## src/design/agkf_pkg.sv

```systemverilog
`timescale 1ns / 1ps
// Shared constants, types and the saturation helper of the angle/gyro Kalman filter.
package agkf_pkg;

	localparam int DATA_WIDTH_DEF = 32;

	// operand and result widths of the shared units
	localparam int COEF_W = 32;
	localparam int PDOT_W = 34;
	localparam int DEN_W  = 37;
	localparam int RES_W  = 64;

	localparam int DT_SHIFT   = 24;
	localparam int GAIN_SHIFT = 28;

	localparam logic [23:0] TIME_STEP_RST   = 24'd83886;
	localparam logic [23:0] ANGLE_NOISE_RST = 24'd33554;
	localparam logic [23:0] BIAS_NOISE_RST  = 24'd33554;
	localparam logic [31:0] MEAS_NOISE_RST  = 32'd8388608;

	localparam logic signed [COEF_W-1:0] COV_ONE = 32'sh1000_0000;

	// products are clamped to 2^62 in magnitude
	localparam logic [62:0] PROD_LIMIT = 63'h4000_0000_0000_0000;

	typedef enum logic [1:0] {
		REG_TIME_STEP,
		REG_ANGLE_NOISE,
		REG_BIAS_NOISE,
		REG_MEAS_NOISE
	} reg_idx_t;

	typedef struct packed {
		logic start;
		logic gain_scale;
	} mul_ctl_t;

	function automatic logic signed [RES_W-1:0] sat_to(input logic signed [RES_W-1:0] v,
		input int w);
		logic signed [RES_W-1:0] lim;
		lim = $signed(64'd1 << (w - 1));
		if (v > lim - 1) begin
			sat_to = lim - 1;
		end else if (v < -lim) begin
			sat_to = -lim;
		end else begin
			sat_to = v;
		end
	endfunction

endpackage

```

## src/design/angle_gyro_kalman_filter_unit.sv

```systemverilog
`timescale 1ns / 1ps
// Two-state Kalman filter (angle and gyro bias) fusing an accelerometer angle with a gyro rate.
// Input stream s_*: one item holds a measured angle and a raw gyro rate (Q16.16).
// Output stream m_*: one item per input, filtered angle and bias-corrected rate (Q16.16).
// APB port: time step, angle and bias process noise, measurement noise; write only while idle.
// Each item runs through a small sequencer that drives one shared multiplier (10 products)
// and one restoring divider (2 gains). A new item is taken only once the result of the
// last one has gone into the output register, so items do not overlap. When the innovation
// variance is not positive the correction is skipped.
// s_tready is high only while the sequencer is idle. A finished result waits in the output
// register while m_tready is low; the next item may still be accepted and is held in its
// final step until the output register frees up.
// Reset restores the register defaults, zeroes the angle and bias estimates and sets the
// covariance to the identity.
module angle_gyro_kalman_filter_unit #(
	parameter int DATA_WIDTH = agkf_pkg::DATA_WIDTH_DEF
) (
	input  logic        clk,
	input  logic        arst_n,
	input  logic        psel,
	input  logic        penable,
	input  logic        pwrite,
	input  logic [3:0]  paddr,
	input  logic [31:0] pwdata,
	output logic [31:0] prdata,
	output logic        pready,
	input  logic        s_tvalid,
	output logic        s_tready,
	input  logic [63:0] s_tdata,   // [31:0] measured_angle, [63:32] measured_rate
	output logic        m_tvalid,
	input  logic        m_tready,
	output logic [63:0] m_tdata    // [31:0] filtered_angle, [63:32] corrected_rate
);
	import agkf_pkg::*;

	localparam int A_W = (DATA_WIDTH > PDOT_W) ? DATA_WIDTH : PDOT_W;

	typedef enum logic [2:0] {
		ST_IDLE, ST_RATE, ST_LAUNCH, ST_WAIT, ST_INNOV, ST_OUT
	} state_t;

	typedef enum logic [3:0] {
		STP_ANG_PRED, STP_P00_PRED, STP_P01_PRED, STP_P11_PRED,
		STP_K0, STP_K1,
		STP_P10_CORR, STP_P11_CORR, STP_P01_CORR, STP_P00_CORR,
		STP_ANG_CORR, STP_BIAS_CORR
	} step_t;

	// configuration
	logic [23:0] dt_q;
	logic [23:0] qa_q;
	logic [23:0] qb_q;
	logic [31:0] r_q;

	// filter state
	state_t                    state_q;
	step_t                     step_q;
	logic signed [DATA_WIDTH-1:0] ang_q;
	logic signed [DATA_WIDTH-1:0] bias_q;
	logic signed [DATA_WIDTH-1:0] rate_q;
	logic signed [DATA_WIDTH-1:0] err_q;
	logic signed [COEF_W-1:0]  p00_q;
	logic signed [COEF_W-1:0]  p01_q;
	logic signed [COEF_W-1:0]  p10_q;
	logic signed [COEF_W-1:0]  p11_q;
	logic signed [COEF_W-1:0]  k0_q;
	logic signed [COEF_W-1:0]  k1_q;
	logic signed [31:0]        m_angle_q;
	logic signed [31:0]        m_rate_q;
	logic [DEN_W-1:0]          den_q;
	logic                      out_valid_q;
	logic [63:0]               out_data_q;

	// shared units
	mul_ctl_t                  mul_ctl;
	logic signed [A_W-1:0]     mul_a;
	logic signed [COEF_W-1:0]  mul_b;
	logic                      mul_done;
	logic signed [RES_W-1:0]   mul_res;
	logic                      div_start;
	logic signed [COEF_W-1:0]  div_num;
	logic                      div_done;
	logic signed [COEF_W-1:0]  div_gain;

	logic signed [PDOT_W-1:0]  pdot0;
	logic signed [RES_W-1:0]   dst;
	logic                      dst_sub;
	int                        dst_w;
	logic signed [RES_W-1:0]   upd;
	logic signed [RES_W-1:0]   p10_pred;
	logic signed [RES_W-1:0]   rate_new;
	logic signed [RES_W-1:0]   err_new;
	logic signed [RES_W-1:0]   filt_out;
	logic signed [RES_W-1:0]   corr_out;
	logic signed [DEN_W:0]     innov;
	logic                      innov_pos;
	logic                      is_div_step;
	logic                      cfg_wr;
	logic                      out_load;

	// ---------------- configuration port ----------------
	assign pready = 1'b1;
	assign cfg_wr = psel && penable && pwrite && pready;

	always_ff @(posedge clk or negedge arst_n) begin
		if (!arst_n) begin
			dt_q <= TIME_STEP_RST;
			qa_q <= ANGLE_NOISE_RST;
			qb_q <= BIAS_NOISE_RST;
			r_q  <= MEAS_NOISE_RST;
		end else if (cfg_wr) begin
			case (reg_idx_t'(paddr[3:2]))
				REG_TIME_STEP:   dt_q <= pwdata[23:0];
				REG_ANGLE_NOISE: qa_q <= pwdata[23:0];
				REG_BIAS_NOISE:  qb_q <= pwdata[23:0];
				REG_MEAS_NOISE:  r_q  <= pwdata;
				default: ;
			endcase
		end
	end

	always_comb begin
		case (reg_idx_t'(paddr[3:2]))
			REG_TIME_STEP:   prdata = {8'd0, dt_q};
			REG_ANGLE_NOISE: prdata = {8'd0, qa_q};
			REG_BIAS_NOISE:  prdata = {8'd0, qb_q};
			REG_MEAS_NOISE:  prdata = r_q;
			default:         prdata = '0;
		endcase
	end

	// ---------------- operand selection ----------------
	always_comb begin
		pdot0 = $signed({6'd0, qa_q, 4'd0}) - PDOT_W'(p01_q) - PDOT_W'(p10_q);
		is_div_step = (step_q == STP_K0) || (step_q == STP_K1);

		mul_a = '0;
		mul_b = $signed({8'd0, dt_q});
		mul_ctl.gain_scale = 1'b0;
		case (step_q)
			STP_ANG_PRED: mul_a = A_W'(rate_q);
			STP_P00_PRED: mul_a = A_W'(pdot0);
			STP_P01_PRED: mul_a = A_W'(p11_q);
			STP_P11_PRED: mul_a = A_W'($signed({1'b0, qb_q, 4'd0}));
			STP_P10_CORR: begin
				mul_a = A_W'(p00_q);
				mul_b = k1_q;
				mul_ctl.gain_scale = 1'b1;
			end
			STP_P11_CORR: begin
				mul_a = A_W'(p01_q);
				mul_b = k1_q;
				mul_ctl.gain_scale = 1'b1;
			end
			STP_P01_CORR: begin
				mul_a = A_W'(p01_q);
				mul_b = k0_q;
				mul_ctl.gain_scale = 1'b1;
			end
			STP_P00_CORR: begin
				mul_a = A_W'(p00_q);
				mul_b = k0_q;
				mul_ctl.gain_scale = 1'b1;
			end
			STP_ANG_CORR: begin
				mul_a = A_W'(err_q);
				mul_b = k0_q;
				mul_ctl.gain_scale = 1'b1;
			end
			STP_BIAS_CORR: begin
				mul_a = A_W'(err_q);
				mul_b = k1_q;
				mul_ctl.gain_scale = 1'b1;
			end
			default: ;
		endcase
		mul_ctl.start = (state_q == ST_LAUNCH) && !is_div_step;
		div_start     = (state_q == ST_LAUNCH) && is_div_step;
		div_num       = (step_q == STP_K1) ? p10_q : p00_q;
	end

	// ---------------- state update arithmetic ----------------
	always_comb begin
		dst     = '0;
		dst_sub = 1'b1;
		dst_w   = COEF_W;
		case (step_q)
			STP_ANG_PRED: begin
				dst     = RES_W'(ang_q);
				dst_sub = 1'b0;
				dst_w   = DATA_WIDTH;
			end
			STP_P00_PRED: begin
				dst     = RES_W'(p00_q);
				dst_sub = 1'b0;
			end
			STP_P01_PRED: dst = RES_W'(p01_q);
			STP_P11_PRED: begin
				dst     = RES_W'(p11_q);
				dst_sub = 1'b0;
			end
			STP_P10_CORR: dst = RES_W'(p10_q);
			STP_P11_CORR: dst = RES_W'(p11_q);
			STP_P01_CORR: dst = RES_W'(p01_q);
			STP_P00_CORR: dst = RES_W'(p00_q);
			STP_ANG_CORR: begin
				dst     = RES_W'(ang_q);
				dst_sub = 1'b0;
				dst_w   = DATA_WIDTH;
			end
			STP_BIAS_CORR: begin
				dst     = RES_W'(bias_q);
				dst_sub = 1'b0;
				dst_w   = DATA_WIDTH;
			end
			default: ;
		endcase
		upd      = sat_to(dst_sub ? dst - mul_res : dst + mul_res, dst_w);
		p10_pred = sat_to(RES_W'(p10_q) - mul_res, COEF_W);

		rate_new = sat_to(RES_W'(m_rate_q) - RES_W'(bias_q), DATA_WIDTH);
		err_new  = sat_to(RES_W'(m_angle_q) - RES_W'(ang_q), DATA_WIDTH);
		filt_out = sat_to(RES_W'(ang_q), 32);
		corr_out = sat_to(RES_W'(m_rate_q) - RES_W'(bias_q), 32);

		innov     = $signed({2'd0, r_q, 4'd0}) + (DEN_W+1)'(p00_q);
		innov_pos = !innov[DEN_W] && (innov != '0);
	end

	// ---------------- sequencer ----------------
	assign s_tready = (state_q == ST_IDLE);
	assign out_load = (state_q == ST_OUT) && (!out_valid_q || m_tready);

	always_ff @(posedge clk or negedge arst_n) begin
		if (!arst_n) begin
			state_q     <= ST_IDLE;
			step_q      <= STP_ANG_PRED;
			ang_q       <= '0;
			bias_q      <= '0;
			p00_q       <= COV_ONE;
			p01_q       <= '0;
			p10_q       <= '0;
			p11_q       <= COV_ONE;
			out_valid_q <= 1'b0;
		end else begin
			if (out_load) begin
				out_valid_q <= 1'b1;
			end else if (m_tready) begin
				out_valid_q <= 1'b0;
			end
			case (state_q)
				ST_IDLE: begin
					if (s_tvalid) begin
						m_angle_q <= $signed(s_tdata[31:0]);
						m_rate_q  <= $signed(s_tdata[63:32]);
						state_q   <= ST_RATE;
					end
				end
				ST_RATE: begin
					rate_q  <= rate_new[DATA_WIDTH-1:0];
					step_q  <= STP_ANG_PRED;
					state_q <= ST_LAUNCH;
				end
				ST_LAUNCH: state_q <= ST_WAIT;
				ST_WAIT: begin
					if (mul_done || div_done) begin
						state_q <= ST_LAUNCH;
						case (step_q)
							STP_ANG_PRED: begin
								ang_q  <= upd[DATA_WIDTH-1:0];
								step_q <= STP_P00_PRED;
							end
							STP_P00_PRED: begin
								p00_q  <= upd[COEF_W-1:0];
								step_q <= STP_P01_PRED;
							end
							STP_P01_PRED: begin
								p01_q  <= upd[COEF_W-1:0];
								p10_q  <= p10_pred[COEF_W-1:0];
								step_q <= STP_P11_PRED;
							end
							STP_P11_PRED: begin
								p11_q   <= upd[COEF_W-1:0];
								state_q <= ST_INNOV;
							end
							STP_K0: begin
								k0_q   <= div_gain;
								step_q <= STP_K1;
							end
							STP_K1: begin
								k1_q   <= div_gain;
								step_q <= STP_P10_CORR;
							end
							STP_P10_CORR: begin
								p10_q  <= upd[COEF_W-1:0];
								step_q <= STP_P11_CORR;
							end
							STP_P11_CORR: begin
								p11_q  <= upd[COEF_W-1:0];
								step_q <= STP_P01_CORR;
							end
							STP_P01_CORR: begin
								p01_q  <= upd[COEF_W-1:0];
								step_q <= STP_P00_CORR;
							end
							STP_P00_CORR: begin
								p00_q  <= upd[COEF_W-1:0];
								step_q <= STP_ANG_CORR;
							end
							STP_ANG_CORR: begin
								ang_q  <= upd[DATA_WIDTH-1:0];
								step_q <= STP_BIAS_CORR;
							end
							STP_BIAS_CORR: begin
								bias_q  <= upd[DATA_WIDTH-1:0];
								state_q <= ST_OUT;
							end
							default: state_q <= ST_IDLE;
						endcase
					end
				end
				ST_INNOV: begin
					err_q <= err_new[DATA_WIDTH-1:0];
					den_q <= innov[DEN_W-1:0];
					// skip the correction when the innovation variance is not positive
					if (innov_pos) begin
						step_q  <= STP_K0;
						state_q <= ST_LAUNCH;
					end else begin
						state_q <= ST_OUT;
					end
				end
				ST_OUT: begin
					if (out_load) begin
						out_data_q  <= {corr_out[31:0], filt_out[31:0]};
						state_q     <= ST_IDLE;
					end
				end
				default: state_q <= ST_IDLE;
			endcase
		end
	end

	assign m_tvalid = out_valid_q;
	assign m_tdata  = out_data_q;

	agkf_mul #(
		.A_W (A_W)
	) u_mul (
		.clk    (clk),
		.arst_n (arst_n),
		.ctl    (mul_ctl),
		.a      (mul_a),
		.b      (mul_b),
		.done   (mul_done),
		.res    (mul_res)
	);

	agkf_div u_div (
		.clk    (clk),
		.arst_n (arst_n),
		.start  (div_start),
		.num    (div_num),
		.den    (den_q),
		.done   (div_done),
		.gain   (div_gain)
	);

endmodule

```

## src/design/agkf_mul.sv

```systemverilog
`timescale 1ns / 1ps
// Shared sign-magnitude multiplier with round-to-nearest scaling and clamp, two partial products.
module agkf_mul #(
	parameter int A_W = 34
) (
	input  logic                                  clk,
	input  logic                                  arst_n,
	input  agkf_pkg::mul_ctl_t                    ctl,
	input  logic signed [A_W-1:0]                 a,
	input  logic signed [agkf_pkg::COEF_W-1:0]    b,
	output logic                                  done,
	output logic signed [agkf_pkg::RES_W-1:0]     res
);
	import agkf_pkg::*;

	localparam int HALF = (A_W + 1) / 2;
	localparam int HI_W = A_W - HALF;
	localparam int PW   = A_W + COEF_W;

	typedef enum logic [1:0] {M_IDLE, M_LO, M_HI, M_RND} mstate_t;

	mstate_t                   state_q;
	logic [A_W-1:0]            a_mag_q;
	logic [COEF_W-1:0]         b_mag_q;
	logic                      neg_q;
	logic                      gain_q;
	logic [PW-1:0]             acc_q;
	logic                      done_q;
	logic signed [RES_W-1:0]   res_q;

	logic [HALF+COEF_W-1:0]    lo_raw;
	logic [HI_W+COEF_W-1:0]    hi_raw;
	logic [PW-1:0]             lo_prod;
	logic [PW-1:0]             hi_prod;
	logic [PW:0]               half;
	logic [PW:0]               rnd;
	logic [PW:0]               shifted;
	logic [62:0]               r_mag;

	always_comb begin
		lo_raw  = a_mag_q[HALF-1:0] * b_mag_q;
		hi_raw  = a_mag_q[A_W-1:HALF] * b_mag_q;
		lo_prod = PW'(lo_raw);
		hi_prod = PW'(hi_raw) << HALF;
		half    = gain_q ? (PW+1)'(1 << (GAIN_SHIFT - 1)) : (PW+1)'(1 << (DT_SHIFT - 1));
		rnd     = {1'b0, acc_q} + half;
		shifted = gain_q ? (rnd >> GAIN_SHIFT) : (rnd >> DT_SHIFT);
		r_mag   = (shifted > (PW+1)'(PROD_LIMIT)) ? PROD_LIMIT : shifted[62:0];
	end

	always_ff @(posedge clk or negedge arst_n) begin
		if (!arst_n) begin
			state_q <= M_IDLE;
			done_q  <= 1'b0;
		end else begin
			done_q <= 1'b0;
			case (state_q)
				M_IDLE: begin
					if (ctl.start) begin
						a_mag_q <= a[A_W-1] ? $unsigned(-a) : $unsigned(a);
						b_mag_q <= b[COEF_W-1] ? $unsigned(-b) : $unsigned(b);
						neg_q   <= a[A_W-1] ^ b[COEF_W-1];
						gain_q  <= ctl.gain_scale;
						state_q <= M_LO;
					end
				end
				M_LO: begin
					acc_q   <= lo_prod;
					state_q <= M_HI;
				end
				M_HI: begin
					acc_q   <= acc_q + hi_prod;
					state_q <= M_RND;
				end
				M_RND: begin
					res_q   <= neg_q ? -$signed({1'b0, r_mag}) : $signed({1'b0, r_mag});
					done_q  <= 1'b1;
					state_q <= M_IDLE;
				end
				default: state_q <= M_IDLE;
			endcase
		end
	end

	assign done = done_q;
	assign res  = res_q;

endmodule

```

## src/design/agkf_div.sv

```systemverilog
`timescale 1ns / 1ps
// Restoring divider for the Kalman gain: (|num| << 28) / den, one quotient bit per cycle.
module agkf_div (
	input  logic                                 clk,
	input  logic                                 arst_n,
	input  logic                                 start,
	input  logic signed [agkf_pkg::COEF_W-1:0]   num,
	input  logic [agkf_pkg::DEN_W-1:0]           den,
	output logic                                 done,
	output logic signed [agkf_pkg::COEF_W-1:0]   gain
);
	import agkf_pkg::*;

	typedef enum logic [1:0] {D_IDLE, D_RUN, D_FIN} dstate_t;

	dstate_t                   state_q;
	logic [4:0]                cnt_q;
	logic [DEN_W-1:0]          rem_q;
	logic [DEN_W-1:0]          den_q;
	logic [COEF_W-1:0]         n_q;
	logic [COEF_W-1:0]         q_q;
	logic                      ovf_q;
	logic                      neg_q;
	logic                      done_q;
	logic signed [COEF_W-1:0]  gain_q;

	logic [COEF_W-1:0]         mag;
	logic [DEN_W:0]            trial;
	logic [DEN_W:0]            diff;
	logic                      ge;

	always_comb begin
		mag   = num[COEF_W-1] ? $unsigned(-num) : $unsigned(num);
		trial = {rem_q, n_q[COEF_W-1]};
		diff  = trial - {1'b0, den_q};
		ge    = trial >= {1'b0, den_q};
	end

	always_ff @(posedge clk or negedge arst_n) begin
		if (!arst_n) begin
			state_q <= D_IDLE;
			done_q  <= 1'b0;
		end else begin
			done_q <= 1'b0;
			case (state_q)
				D_IDLE: begin
					if (start) begin
						// quotient of 2^32 or more saturates regardless
						ovf_q   <= DEN_W'(mag[COEF_W-1:4]) >= den;
						rem_q   <= DEN_W'(mag[COEF_W-1:4]);
						n_q     <= {mag[3:0], 28'd0};
						q_q     <= '0;
						den_q   <= den;
						neg_q   <= num[COEF_W-1];
						cnt_q   <= 5'd31;
						state_q <= D_RUN;
					end
				end
				D_RUN: begin
					rem_q <= ge ? diff[DEN_W-1:0] : trial[DEN_W-1:0];
					q_q   <= {q_q[COEF_W-2:0], ge};
					n_q   <= n_q << 1;
					cnt_q <= cnt_q - 5'd1;
					if (cnt_q == 5'd0) begin
						state_q <= D_FIN;
					end
				end
				D_FIN: begin
					if (!neg_q) begin
						gain_q <= (ovf_q || q_q[COEF_W-1]) ? 32'sh7fff_ffff : $signed(q_q);
					end else begin
						gain_q <= (ovf_q || q_q > 32'h8000_0000) ? 32'sh8000_0000
							: -$signed(q_q);
					end
					done_q  <= 1'b1;
					state_q <= D_IDLE;
				end
				default: state_q <= D_IDLE;
			endcase
		end
	end

	assign done = done_q;
	assign gain = gain_q;

endmodule
```

## config.mk

```make
export PLATFORM = sky130hd
export DESIGN_NAME = angle_gyro_kalman_filter_unit
export DESIGN_NICKNAME = d
export VERILOG_FILES = /design/src/design/agkf_pkg.sv /design/src/design/angle_gyro_kalman_filter_unit.sv /design/src/design/agkf_mul.sv /design/src/design/agkf_div.sv
export SDC_FILE = /design/constraint.sdc
export NUM_CORES = 2
export LEC_CHECK = 0
export ABC_CLOCK_PERIOD_IN_PS = 12500
export BUFFER_PORTS_ARGS = -buffer_cell sky130_fd_sc_hd__clkbuf_2
export CAP_MARGIN = 30
export CORE_UTILIZATION = 50
export DETAILED_ROUTE_END_ITERATION = 8
export HOLD_SLACK_MARGIN = 0.02
export PLACE_DENSITY = 0.72
export SLEW_MARGIN = 15
export SYNTH_ARGS = -nofsm -noshare
export SYNTH_HDL_FRONTEND = slang
export SYNTH_SLANG_ARGS = --single-unit
```

## constraint.sdc

```tcl
create_clock -name clk -period 12.5 [get_ports clk]
set_input_delay 2.5 -clock clk [delete_from_list [all_inputs] [get_ports clk]]
set_output_delay 2.5 -clock clk [all_outputs]
set_load 0.005 [all_outputs]
```

==> metrics.md <==
| Metric | Value |
|---|---|
| Outcome | `finished, final reports clean` |
| Starting density of the core | `0.504` |
| HPWL Detailed | `between 200000 and 300000 um` |
| Residual DRC | `0` |
| CP Depth | `33` |
| Most frequent cells in the layout | `inv_1 (1410), nand2_1 (1277), fa_1 (928)` |
| Post-CTS Hold Buffers | `0` |
| Yosys cell types | `between 100 and 150` |
| R2R depth | `33` |
| Hold Path Origin | `u_div.gain[9]` |
| WHS Path Cells | `0` |
| Post-synth top area share | `0.190` |
| # fillers | `17400` |
| Fmax | `0.0919 GHz` |
| Most area-consuming cells after synthesis | `edfxtp_1 (19%), fa_1 (19%), ha_1 (8.1%)` |
| Reg2reg end | `u_mul.acc_q[64]` |
| Via count | `about 83000` |
| Post-synthesis sequential area ratio | `0.269` |
| Minimum clock period | `between 10000 and 15000 ps` |
| Final wirelength | `roughly 350000 um` |
| Share of cells above drive strength 1 | `0.0794` |
| R2r startpoint | `u_mul.a_mag_q[21]` |
| R2R setup slack | `about 1600 ps` |
| Clock root buffer | `clkbuf_16` |
| Met1 Use GR | `0.443` |
| Syn Nets | `12500` |
| Setup CP Type | `reg2reg` |
| Max Root-Sink Buffers | `3` |
| Grt met2 use | `0.561` |
| TritonCTS clock tree | `yes` |
| GRT Resource Usage Total | `0.357` |
| Leading cell type in the layout, fill and taps excluded | `inv_1` |
| Worst stage delay on the critical path | `around 840 ps` |
| CP Capture Point | `u_mul.acc_q[64]` |
| CP most frequent cell | `fa_1` |
| RSZ-0062 raised after global routing | `no` |
| Row cnt | `162` |
| Setup TNS | `0 ps` |
| First-pass GRT wire length | `about 530000 um` |
| CTS clk-pin slew, worst paths | `around 70 ps` |
| Num ports | `between 200 and 250` |
| Most used routing layer | `met2` |
| Main synth FF type | `edfxtp_1` |
| Largest net degree at the start of global routing | `67` |
| Worst setup path start | `u_mul.a_mag_q[21]` |
| Max-cap violations | `0` |
| Worst Path Max Fanout | `10` |
| CP delay by family, top | `compound AO/OA/AOI/OAI gates` |
| Slew margin rel. | `0.210` |
| Synth Instances | `10800` |
| Synth area leader | `edfxtp_1` |
| Post-Syn Area | `0.0983 mm2` |
| ANT nets after route | `0` |
| Die area | `around 0.2 mm2` |
| Worst path arrival time | `roughly 11000 ps` |
| Nets | `12400` |
| Slew Limit Fails | `0` |
| Area grow syn2layout | `7.79%` |
| Ys async rst share | `0.332` |
| Critical path endpoint category | `flip-flop` |
| GRT overflow | `0` |
| Skew final | `approximately 93 ps` |
| Post-CTS Setup Bufs | `0` |
| Routed vias/inst | `~6.2` |
| Met3 Use GR | `0.0606` |
| Worst Hold Class | `reg2reg` |
| Clock latency on the worst-skew pair | `slightly below 800 ps` |
| Port buffer count | `approximately 200` |
| Die Span X | `445 um` |
| Final Hold Fails | `0` |
| CTS buffer count | `between 100 and 150` |
| Syn avg cell area | `9.09 um2` |
| H-tree Lvls | `3` |
| Critical-path top delay cell | `edfxtp_1` |
| WL/cell | `roughly 26 um` |
| Worst path buffer plus inverter count | `4` |
| Final period util | `0.871` |
| Post-CTS Resized | `0` |
| Core region area | `0.195 mm2` |
| Die Height | `445 um` |
| Final Wtd Congestion | `1.05` |
| Iter 0 DRT Violations | `roughly 8400` |
| FF+latch count, synth | `933` |
| Synth Warn # | `0` |
| Clock sink count | `around 930` |
| Setup Viol. Count Final | `0` |
| Number of global-route vias before repair | `between 80000 and 90000` |
| CP startpoint kind | `flip-flop` |
| Antenna violations before repair | `34` |
| Worst-Margin Slew | `1180 ps` |
| Worst Path Required | `between 10000 and 15000 ps` |
| Pre-antenna DRT Iters | `9` |
| Post-synth EDFFs | `roughly 620` |
[logic make-up (layout without fill, tap and decap cells)]
group,after synthesis,after routing,synth area share
buffers and inverters,1954,1996,0.0750
multiplexers,192,192,0.0241
AO/OA/AOI/OAI,2368,2368,0.157
other,1,33,0.0000381
AND/OR/NAND/NOR,3258,3258,0.156
XOR/XNOR,544,544,0.0487
flip-flops,933,933,0.269
adder cells (fa/ha/maj),1563,1563,0.270
[synthesized netlist by cell type (121+ instances only)]
cell / n
nor3_1: 165
fa_1: 928
a21o_1: 218
mux2_2: 121
and2_1: 392
a22oi_1: 152
o21a_1: 123
nor2_1: 670
edfxtp_1: 623
xor2_1: 200
nand3_1: 171
inv_1: 1410
dfrtp_1: 287
o21ai_0: 443
nand2_1: 1278
ha_1: 635
clkbuf_1: 509
xnor2_1: 341
a21oi_1: 731
[registers in the layout, summed over array words and instances, names as in the netlist, 34 cells and up]
register and flops:
den_q 37, m_tdata 64, u_div.den_q 37, u_div.rem_q 37, u_mul.a_mag_q 34, u_mul.acc_q 49, u_mul.res 64
[area by class of cell]
| class | instances | area (um2) | share of cell area |
|---|---|---|---|
| antenna | 32 | 80.1 | 0.000755 |
| clock inverter | 75 | 855 | 0.00806 |
| tap | 2624 | 3280 | 0.0310 |
| multi-input combinational | 7926 | 64700 | 0.611 |
| clock buffer | 125 | 2770 | 0.0261 |
| timing repair buffer | 386 | 2520 | 0.0237 |
| inverter | 1410 | 5290 | 0.0499 |
| sequential | 933 | 26500 | 0.250 |
[how the worst min path moves through the flow]
| stage | slack (ps) | endpoint |
|---|---|---|
| after floorplan | 420 | k0_q[0] |
| after global placement | 430 | k0_q[30] |
| after detailed placement | 430 | k1_q[9] |
| after CTS | 440 | k1_q[9] |
| after global routing | 450 | k0_q[9] |
| final | 440 | k1_q[9] |
[metal layers]
layer	up-vias	part of all wire
li1	36700	-
met1	41200	0.38
met2	4402	0.45
met3	1040	0.087
met4	4	0.086
met5	-	0.000068
[worst reg2reg max path: cells and delay by family, from the launching register on]
| family | cells | cell delay [ps] |
|---|---|---|
| buffers and inverters | 4 | 500 |
| AOI/OAI and AO/OA | 13 | 4350 |
| xor gates and xnor gates | 2 | 230 |
| and+or+nand+nor | 6 | 750 |
| adders and majority gates | 8 | 3960 |
| DFF | 1 | 840 |
[per-stage QoR]
step | instances | cell area (um2) | hold WS, ps | utilization | worst slack [ps]
floorplan | 10800 | 98300 | 421 | - | 3320
global placement | 13300 | 102000 | 426 | 0.523 | 1930
detailed placement | 13300 | 102000 | 430 | 0.524 | 1860
CTS | 13500 | 106000 | 444 | 0.542 | 1800
global route | 13500 | 106000 | 446 | 0.543 | 1310
finish | 13500 | 106000 | 442 | 0.543 | 1620
Power is not shown: default switching activity piles up to over one toggle a cycle in this logic, so the estimate is an artifact.
